<file path="config.mk">
export PLATFORM = sky130hd
export DESIGN_NAME = gregorian_date_arithmetic_unit
export DESIGN_NICKNAME = d
export VERILOG_FILES = /design/src/gdau_pkg.sv /design/src/gdau_year_unit.sv /design/src/gregorian_date_arithmetic_unit.sv
export SDC_FILE = /design/constraint.sdc
export NUM_CORES = 2
export LEC_CHECK = 0
export BUFFER_PORTS_ARGS = -buffer_cell sky130_fd_sc_hd__buf_4
export CAP_MARGIN = 20
export CORE_MARGIN = 10
export CORE_UTILIZATION = 45
export DETAILED_ROUTE_END_ITERATION = 10
export PLACE_DENSITY = 0.69
export SYNTH_ARGS = -nofsm -noshare
export SYNTH_HDL_FRONTEND = slang
export SYNTH_SLANG_ARGS = --single-unit
</file>
<file path="constraint.sdc">
create_clock -name clk -period 14.8 [get_ports clk]
set_input_delay 1.48 -clock clk [delete_from_list [all_inputs] [get_ports clk]]
set_output_delay 1.48 -clock clk [all_outputs]
set_load 0.02 [all_outputs]
</file>
<file path="src/gdau_pkg.sv">
// Shared constants, types and calendar tables for the Gregorian date unit.
// No dependencies; imported by gdau_year_unit and gregorian_date_arithmetic_unit.
package gdau_pkg;

	localparam int unsigned MAX_YEAR = 9999;

	localparam int DAY_W  = 5;
	localparam int MON_W  = 4;
	localparam int YEAR_W = 14;
	localparam int OFS_W  = 21;
	localparam int ORD_W  = 23;
	localparam int WD_W   = 3;
	localparam int DBM_W  = 9;

	localparam int unsigned DAYS_YEAR = 365;

	// ordinal of 31/12/MAX_YEAR
	localparam int unsigned LAST_ORD = MAX_YEAR * 365 + MAX_YEAR / 4 - MAX_YEAR / 100
		+ MAX_YEAR / 400;

	// floor(y / 100) = (y * 5243) >> 19, exact for any 14-bit y
	localparam int unsigned RECIP_100    = 5243;
	localparam int          RECIP_100_W  = 13;
	localparam int          RECIP_100_SH = 19;
	localparam int          Q100_W       = 8;

	// year estimate: (n - 1) * 400 / 146097 ~ ((n - 1) * 45925) >> 24
	localparam int unsigned YEAR_RECIP    = 45925;
	localparam int          YEAR_RECIP_W  = 16;
	localparam int          YEAR_RECIP_SH = 24;

	localparam logic [MON_W-1:0] MONTH_JAN = 4'd1;
	localparam logic [MON_W-1:0] MONTH_FEB = 4'd2;
	localparam logic [MON_W-1:0] MONTH_DEC = 4'd12;

	typedef struct packed {
		logic             leap;
		logic [ORD_W-1:0] dby;   // days in years 1 .. year-1
	} yu_res_t;

	function automatic logic [DAY_W-1:0] month_len(input logic [MON_W-1:0] m, input logic leap);
		logic [DAY_W-1:0] len;
		unique case (m)
			4'd2:                      len = leap ? 5'd29 : 5'd28;
			4'd4, 4'd6, 4'd9, 4'd11:   len = 5'd30;
			default:                   len = 5'd31;
		endcase
		return len;
	endfunction

	// days of the year before the first of month m; nonsense months give 0
	function automatic logic [DBM_W-1:0] days_before_month(input logic [MON_W-1:0] m,
		input logic leap);
		logic [DBM_W-1:0] base;
		unique case (m)
			4'd1:    base = 9'd0;
			4'd2:    base = 9'd31;
			4'd3:    base = 9'd59;
			4'd4:    base = 9'd90;
			4'd5:    base = 9'd120;
			4'd6:    base = 9'd151;
			4'd7:    base = 9'd181;
			4'd8:    base = 9'd212;
			4'd9:    base = 9'd243;
			4'd10:   base = 9'd273;
			4'd11:   base = 9'd304;
			4'd12:   base = 9'd334;
			default: base = 9'd0;
		endcase
		if (leap && m > MONTH_FEB && m <= MONTH_DEC) begin
			base = base + 9'd1;
		end
		return base;
	endfunction

endpackage

</file>
<file path="src/gdau_year_unit.sv">
// Shared year unit: leap flag and days before a given year, registered after stage 2.
// Depends on gdau_pkg.
module gdau_year_unit (
	input  logic                         clk,
	input  logic [gdau_pkg::YEAR_W-1:0]  year,
	output gdau_pkg::yu_res_t            res
);
	import gdau_pkg::*;

	localparam int PROD_W = YEAR_W + RECIP_100_W;
	localparam int HUND_W = Q100_W + 7;

	logic [YEAR_W-1:0] p;
	logic [PROD_W-1:0] prod_y;
	logic [PROD_W-1:0] prod_p;
	logic [ORD_W-1:0]  p365;

	logic [YEAR_W-1:0] y_s1;
	logic [YEAR_W-1:0] p_s1;
	logic [Q100_W-1:0] qy_s1;
	logic [Q100_W-1:0] qp_s1;
	logic [ORD_W-1:0]  p365_s1;

	logic [HUND_W-1:0] hund;
	logic              leap;
	logic [ORD_W-1:0]  dby;
	yu_res_t           res_s2;

	// stage 1: quotients by 100 through reciprocal, 365 * (year - 1)
	always_comb begin
		p      = year - YEAR_W'(1);
		prod_y = PROD_W'(year) * PROD_W'(RECIP_100);
		prod_p = PROD_W'(p) * PROD_W'(RECIP_100);
		p365   = ORD_W'(p) * ORD_W'(DAYS_YEAR);
	end

	always_ff @(posedge clk) begin
		y_s1    <= year;
		p_s1    <= p;
		qy_s1   <= prod_y[RECIP_100_SH +: Q100_W];
		qp_s1   <= prod_p[RECIP_100_SH +: Q100_W];
		p365_s1 <= p365;
	end

	// stage 2: leap test and day count
	always_comb begin
		hund = HUND_W'(qy_s1) * HUND_W'(100);
		leap = (y_s1[1:0] == 2'b00) && ((HUND_W'(y_s1) != hund) || (qy_s1[1:0] == 2'b00));
		dby  = p365_s1 + ORD_W'(p_s1 >> 2) - ORD_W'(qp_s1) + ORD_W'(qp_s1 >> 2);
	end

	always_ff @(posedge clk) begin
		res_s2.leap <= leap;
		res_s2.dby  <= dby;
	end

	assign res = res_s2;

endmodule

</file>
<file path="src/gregorian_date_arithmetic_unit.sv">
// Gregorian date unit top level: stream ports, sequencer and result register.
// Depends on gdau_pkg and gdau_year_unit.
//
// Each input item carries two Gregorian dates and a signed day offset; one result item
// comes back with the first date moved by the offset, the day difference (first minus
// second, counted from 1/1/1 as day 1) and the weekday of the first date (0 = Saturday
// .. 6 = Friday). A date outside year 1..MAX_YEAR, month 1..12 or the month's length
// sets date_invalid and zeroes everything else. A shifted date before 1/1/1 or after
// 31/12/MAX_YEAR sets range_error and zeroes the shifted date only. One item is in
// work at a time and s_tready is low meanwhile. A malformed date ends the item after
// the date lookups, a shift out of range ends it at the check, and otherwise the year
// search takes one more lookup per year the reciprocal year estimate falls short (at
// most four) and the month walk one step per month past January (at most eleven).
// The shared year unit is looked up twice for the dates, two to six times in the year
// search. The result register lets the next item be taken while a result still waits
// on m_tready; a second finished result holds the sequencer until the first is taken.
module gregorian_date_arithmetic_unit (
	input  logic        clk,
	input  logic        arst_n,
	input  logic        s_tvalid,
	output logic        s_tready,
	// first_day, first_month, first_year, second_day, second_month, second_year,
	// day_offset; zero padded
	input  logic [71:0] s_tdata,
	output logic        m_tvalid,
	input  logic        m_tready,
	// shifted_day, shifted_month, shifted_year, day_difference, weekday; zero padded
	output logic [55:0] m_tdata,
	// range_error, date_invalid
	output logic [1:0]  m_tuser
);
	import gdau_pkg::*;

	localparam int TGT_W  = ORD_W + 1;
	localparam int PROD_W = ORD_W + YEAR_RECIP_W;
	localparam int RES_W  = DAY_W + MON_W + YEAR_W + ORD_W + WD_W;

	typedef enum logic [3:0] {
		ST_IDLE,
		ST_WAIT,
		ST_ORD1,
		ST_ORD2,
		ST_CHK,
		ST_EST,
		ST_EST2,
		ST_DOWN,
		ST_UP,
		ST_MON,
		ST_DONE
	} state_t;

	// (v mod 7) by folding octal digits, as 8 = 1 mod 7
	function automatic logic [WD_W-1:0] mod7(input logic [ORD_W-1:0] v);
		logic [ORD_W:0] ve;
		logic [5:0]     s;
		logic [3:0]     t;
		ve = {1'b0, v};
		s  = '0;
		for (int i = 0; i < 8; i++) begin
			s = s + 6'(ve[3*i +: 3]);
		end
		t = 4'(s[2:0]) + 4'(s[5:3]);
		if (t >= 4'd14) begin
			t = t - 4'd14;
		end else if (t >= 4'd7) begin
			t = t - 4'd7;
		end
		return t[WD_W-1:0];
	endfunction

	state_t state_q;
	state_t ret_q;
	logic   wait_q;

	logic [DAY_W-1:0]  d1_q, d2_q;
	logic [MON_W-1:0]  m1_q, m2_q;
	logic [YEAR_W-1:0] y1_q, y2_q;
	logic [OFS_W-1:0]  k_q;

	logic [YEAR_W-1:0] yu_year_q;
	yu_res_t           yu;

	logic [ORD_W-1:0]  n1_q;
	logic              val1_q;
	logic [ORD_W-1:0]  n_q;
	logic [PROD_W-1:0] prod_q;
	logic [YEAR_W-1:0] yy_q;
	logic [ORD_W-1:0]  dlo_q;
	logic              leaplo_q;
	logic [MON_W-1:0]  mon_q;

	logic [DAY_W-1:0]  sd_q;
	logic [MON_W-1:0]  sm_q;
	logic [YEAR_W-1:0] sy_q;
	logic [ORD_W-1:0]  diff_q;
	logic [WD_W-1:0]   wd_q;
	logic              rerr_q;
	logic              inv_q;

	logic              m_tvalid_q;
	logic [55:0]       m_tdata_q;
	logic [1:0]        m_tuser_q;

	// date check and ordinal of whichever date the year unit has just served
	logic [DAY_W-1:0]  cd;
	logic [MON_W-1:0]  cm;
	logic [YEAR_W-1:0] cy;
	logic              cval;
	logic [ORD_W-1:0]  cord;

	logic [TGT_W-1:0]  target;
	logic              tgt_bad;
	logic [YEAR_W-1:0] est;
	logic [DAY_W-1:0]  mlen;

	gdau_year_unit u_year (
		.clk  (clk),
		.year (yu_year_q),
		.res  (yu)
	);

	always_comb begin
		if (state_q == ST_ORD1) begin
			cd = d1_q;
			cm = m1_q;
			cy = y1_q;
		end else begin
			cd = d2_q;
			cm = m2_q;
			cy = y2_q;
		end
		cval = (cy != '0) && (cy <= YEAR_W'(MAX_YEAR)) && (cm >= MONTH_JAN)
			&& (cm <= MONTH_DEC) && (cd != '0) && (cd <= month_len(cm, yu.leap));
		cord = yu.dby + ORD_W'(days_before_month(cm, yu.leap)) + ORD_W'(cd);
	end

	always_comb begin
		target  = TGT_W'(n1_q) + {{(TGT_W - OFS_W){k_q[OFS_W-1]}}, k_q};
		tgt_bad = target[TGT_W-1] || (target == '0) || (target > TGT_W'(LAST_ORD));
		est     = prod_q[YEAR_RECIP_SH +: YEAR_W] + YEAR_W'(1);
		mlen    = month_len(mon_q, leaplo_q);
	end

	always_ff @(posedge clk or negedge arst_n) begin
		if (!arst_n) begin
			state_q    <= ST_IDLE;
			ret_q      <= ST_IDLE;
			wait_q     <= 1'b0;
			m_tvalid_q <= 1'b0;
			m_tdata_q  <= '0;
			m_tuser_q  <= '0;
			d1_q       <= '0;
			m1_q       <= '0;
			y1_q       <= '0;
			d2_q       <= '0;
			m2_q       <= '0;
			y2_q       <= '0;
			k_q        <= '0;
			yu_year_q  <= '0;
			n1_q       <= '0;
			val1_q     <= 1'b0;
			n_q        <= '0;
			prod_q     <= '0;
			yy_q       <= '0;
			dlo_q      <= '0;
			leaplo_q   <= 1'b0;
			mon_q      <= '0;
			sd_q       <= '0;
			sm_q       <= '0;
			sy_q       <= '0;
			diff_q     <= '0;
			wd_q       <= '0;
			rerr_q     <= 1'b0;
			inv_q      <= 1'b0;
		end else begin
			// in ST_DONE the result register is reloaded instead
			if (m_tvalid_q && m_tready && state_q != ST_DONE) begin
				m_tvalid_q <= 1'b0;
			end
			unique case (state_q)
				ST_IDLE: begin
					if (s_tvalid) begin
						d1_q      <= s_tdata[4:0];
						m1_q      <= s_tdata[8:5];
						y1_q      <= s_tdata[22:9];
						d2_q      <= s_tdata[27:23];
						m2_q      <= s_tdata[31:28];
						y2_q      <= s_tdata[45:32];
						k_q       <= s_tdata[66:46];
						yu_year_q <= s_tdata[22:9];
						wait_q    <= 1'b1;
						ret_q     <= ST_ORD1;
						state_q   <= ST_WAIT;
					end
				end
				// year unit latency
				ST_WAIT: begin
					if (wait_q) begin
						wait_q <= 1'b0;
					end else begin
						state_q <= ret_q;
					end
				end
				ST_ORD1: begin
					n1_q      <= cord;
					val1_q    <= cval;
					yu_year_q <= y2_q;
					wait_q    <= 1'b1;
					ret_q     <= ST_ORD2;
					state_q   <= ST_WAIT;
				end
				ST_ORD2: begin
					n_q <= cord;
					if (!(val1_q && cval)) begin
						sd_q    <= '0;
						sm_q    <= '0;
						sy_q    <= '0;
						diff_q  <= '0;
						wd_q    <= '0;
						rerr_q  <= 1'b0;
						inv_q   <= 1'b1;
						state_q <= ST_DONE;
					end else begin
						state_q <= ST_CHK;
					end
				end
				// difference, weekday (1/1/1 is a Monday) and the target ordinal
				ST_CHK: begin
					diff_q <= n1_q - n_q;
					wd_q   <= mod7(n1_q + ORD_W'(1));
					inv_q  <= 1'b0;
					sd_q   <= '0;
					sm_q   <= '0;
					sy_q   <= '0;
					n_q    <= target[ORD_W-1:0];
					rerr_q <= tgt_bad;
					if (tgt_bad) begin
						state_q <= ST_DONE;
					end else begin
						state_q <= ST_EST;
					end
				end
				ST_EST: begin
					prod_q  <= PROD_W'(n_q - ORD_W'(1)) * PROD_W'(YEAR_RECIP);
					state_q <= ST_EST2;
				end
				ST_EST2: begin
					yy_q      <= est;
					yu_year_q <= est;
					wait_q    <= 1'b1;
					ret_q     <= ST_DOWN;
					state_q   <= ST_WAIT;
				end
				// step down while the year starts after the target
				ST_DOWN: begin
					wait_q  <= 1'b1;
					state_q <= ST_WAIT;
					if (yy_q > YEAR_W'(1) && yu.dby >= n_q) begin
						yy_q      <= yy_q - YEAR_W'(1);
						yu_year_q <= yy_q - YEAR_W'(1);
						ret_q     <= ST_DOWN;
					end else begin
						dlo_q     <= yu.dby;
						leaplo_q  <= yu.leap;
						yu_year_q <= yy_q + YEAR_W'(1);
						ret_q     <= ST_UP;
					end
				end
				// step up while the next year still starts on or before the target
				ST_UP: begin
					if (yu.dby < n_q) begin
						yy_q      <= yy_q + YEAR_W'(1);
						dlo_q     <= yu.dby;
						leaplo_q  <= yu.leap;
						yu_year_q <= yy_q + YEAR_W'(2);
						wait_q    <= 1'b1;
						ret_q     <= ST_UP;
						state_q   <= ST_WAIT;
					end else begin
						n_q     <= n_q - dlo_q;
						mon_q   <= MONTH_JAN;
						state_q <= ST_MON;
					end
				end
				// one month per cycle through the day of year
				ST_MON: begin
					if (n_q <= ORD_W'(mlen) || mon_q >= MONTH_DEC) begin
						sd_q    <= n_q[DAY_W-1:0];
						sm_q    <= mon_q;
						sy_q    <= yy_q;
						state_q <= ST_DONE;
					end else begin
						n_q   <= n_q - ORD_W'(mlen);
						mon_q <= mon_q + MON_W'(1);
					end
				end
				ST_DONE: begin
					if (!m_tvalid_q || m_tready) begin
						m_tvalid_q <= 1'b1;
						m_tdata_q  <= {(56 - RES_W)'(0), wd_q, diff_q, sy_q, sm_q, sd_q};
						m_tuser_q  <= {inv_q, rerr_q};
						state_q    <= ST_IDLE;
					end
				end
				default: begin
					state_q <= ST_IDLE;
				end
			endcase
		end
	end

	assign s_tready = (state_q == ST_IDLE);
	assign m_tvalid = m_tvalid_q;
	assign m_tdata  = m_tdata_q;
	assign m_tuser  = m_tuser_q;

endmodule

</file>
==> out/qor.csv <==
metric,value,unit
Setup Total Neg Slack,0,ps
Final Skew,35.2,ps
Via density,5.46,
area of the core,0.0886,mm²
Worst Setup EP,prod_q[37],
WP data required,15280,ps
Hold Slack,477,ps
"Distinct cells, synth",98,
max cap viols,0,
Post-Route WL,106000,µm
FF-to-FF setup slack,5910,ps
first-pass GRT wire length,170000,µm
Congestion Overflow GR,0,
HP Start,diff_q[3],
"Async S/R FF share, synth",0.769,
pre-CTS WS,5910,ps
crit start category,register,
register area,0.00919,mm²
Syn. warnings,0,
critical path's top delay family,adder cells,
RR Startpoint,n_q[0],
Fin. Hold Viols,0,
RSZ-0062 raised after global routing,false,
CTS tree,built,
number of synthesized flops with an enable pin,0,
CP Capture Type,register,
Worst Hold Class,register to register,
I/O Buffers,123,
Synth Area in Compound Gates,0.123,
Routed Antenna Nets,0,
main combinational cell family by area after synthesis,adder cells,
nets,5350,
Hold Buf Count CTS,0,
CTS Buf Count,46,
Post-Syn Area,0.0403,mm²
number of global-route vias before repair,30872,
"Setup Fix Bufs, Post-CTS",0,
pin count of the biggest net entering global routing,79,
post-synthesis xor/xnor area fraction,0.0632,
Bufs and invs on worst path,5,
DIE WIDTH,319,µm
Rel. slew slack,0.226,
Reg2Reg Depth,27,
Tmin final,8890,ps
layout cell share with drive strength beyond 1,0.0982,
clock latency on the worst-skew pair,630,ps
1st-pass router iterations,9,
worst slew pin tran,1160,ps
Post-Synth Simple-Gate Area,0.0935,
RD Place Congestion,0.963,
Layout area overhead,9.73,%
routing usage on met2,0.341,
GRT met1 Usage,0.273,
initial core utilization,0.455,
CP max FO,11,
Sink Count,385,
DR vias,30129,
CTS resizes,0,
CP arrival,9370,ps
Residual DRC,0,
endpoints failing setup,0,
Post-Synthesis Cells,4206,
instance count on the critical path,27,
Syn Area/Cell,9.59,µm²
Synth Area in Adders,0.367,
fin. max-slew vios,0,
reg-to-reg endpoint,prod_q[37],
# diodes,0,
I/O pin cnt,136,
multi-input combinational cell area,0.0280,mm²
Top Usage Layer GRT,met2,
met3 global-route usage,0.0383,
Final Util,0.499,
Critical Path Max Stage Delay,820,ps
post-synthesis sequential area ratio,0.228,
fill cell count,8184,
final worst slack,5910,ps
FMAX,113,MHz
Die Area,0.102,mm²
Worst Setup SP,n_q[0],
Rows,109,
post-route clock period utilization,0.600,
H-tree levels,2,
maximum clock path buffer count,3,
WS Path Type,register to register,
post-synthesis mux area share,0.0446,
routed len/inst,19.2,µm
main flop type after synthesis,dfrtp_1,
antenna violations before repair,1,
"FF+latch count, synth",385,
DRT iter0 DRCs,2082,
Worst-path clk slew,70,ps
DPL Wire Length,84900,µm
Total GRT Usage,0.208,
root buffer cell,clkbuf_16,
slowest cell on the critical path,xnor2_1,
Die Y-Extent,319,µm
status,completed,
## per-stage QoR
step                instance area [µm²]  cells
global placement                  42600   5428
floorplan                         40400   4212
finish                            44300   5514
CTS                               44300   5514
detailed placement                42600   5428
global route                      44300   5514
## worst reg2reg max path: stages, from the launching register on
cell       delay [ps]
dfrtp_1           550
inv_1             510
ha_1              280
nand3_1           140
nor2_1            340
nand2_1           110
xnor2_1           820
ha_1              460
inv_1             100
fa_1              450
fa_1              510
inv_1              50
fa_1              470
inv_1              50
fa_1              530
inv_1              50
fa_1              470
ha_1              320
and3_1            190
o2111ai_1         110
a211oi_1          430
a21oi_1           310
o311ai_1          430
nor2_1            200
o31ai_1           450
a31oi_1           170
xnor2_1           150
o21ai_0            90
## sequential cells by signal (all words and copies together) (netlist names), 21 cells and up
| name | count |
|---|---|
| k_q | 21 |
| n_q | 23 |
| dlo_q | 23 |
| diff_q | 23 |
| m_tdata | 49 |
| u_year.res | 24 |
| u_year.p365_s1 | 21 |
| n1_q | 23 |
## area by class of cell
| class | count | share of cell area |
|---|---|---|
| well taps | 1165 | 0.0329 |
| clock buffers | 58 | 0.0284 |
| multi-input cells | 2974 | 0.632 |
| flip-flops and latches | 385 | 0.208 |
| repair buffers | 156 | 0.0266 |
| clock inverters | 28 | 0.00904 |
| inverters | 748 | 0.0634 |
## worst min-delay path by stage
stage / endpoint / slack [ps] / cells after the start
3_5_place_dp: val1_q / 470 / 2
5_1_grt: diff_q[14] / 510 / 2
3_3_place_gp: val1_q / 460 / 2
2_1_floorplan: u_year.res[23] / 400 / 1
4_1_cts: diff_q[3] / 480 / 2
6_report: diff_q[3] / 480 / 2
## routing by layer
metal | vias up | wire length (µm)
li1 | 14362 | -
met1 | 14670 | 45800
met2 | 907 | 49000
met3 | 188 | 7400
met4 | 2 | 3650
met5 | - | 13
## synth_stat cells (23+ instances only)
cell type	instances	area share
o21ai_0	185	0.023
xor2_1	97	0.021
mux2_2	141	0.039
nor2_1	188	0.017
a211oi_1	29	0.0054
dfxtp_1	89	0.044
a21o_1	75	0.014
nand2_1	278	0.026
o21ai_1	23	0.0029
nand4_1	35	0.0054
inv_1	746	0.069
nand3_1	72	0.0089
ha_1	597	0.19
dfrtp_1	296	0.18
nor2b_1	26	0.0040
o22ai_1	27	0.0042
and3_1	25	0.0039
xnor2_1	194	0.042
fa_1	366	0.18
clkbuf_1	65	0.0060
a21oi_1	164	0.020
nor3_1	58	0.0072
## cell usage in the layout (no fill, tap or decap), types with 89 or more instances in the layout
cell type,n
fa_1,366
o21ai_0,185
xnor2_1,191
ha_1,597
dfrtp_1,296
xor2_1,97
a21oi_1,163
mux2_2,141
nor2_1,187
buf_4,155
inv_1,746
nand2_1,277
dfxtp_1,89
## cells by family after synthesis
kind of cell    count (synthesis)
fa+ha+maj                     963
buf+inv                       853
simple gates                  798
compound gates                753
flops                         385
xor+xnor                      291
mux                           162
other cells                     1
Power is not shown: default switching activity piles up to over one toggle a cycle in this logic, so the estimate is an artifact.
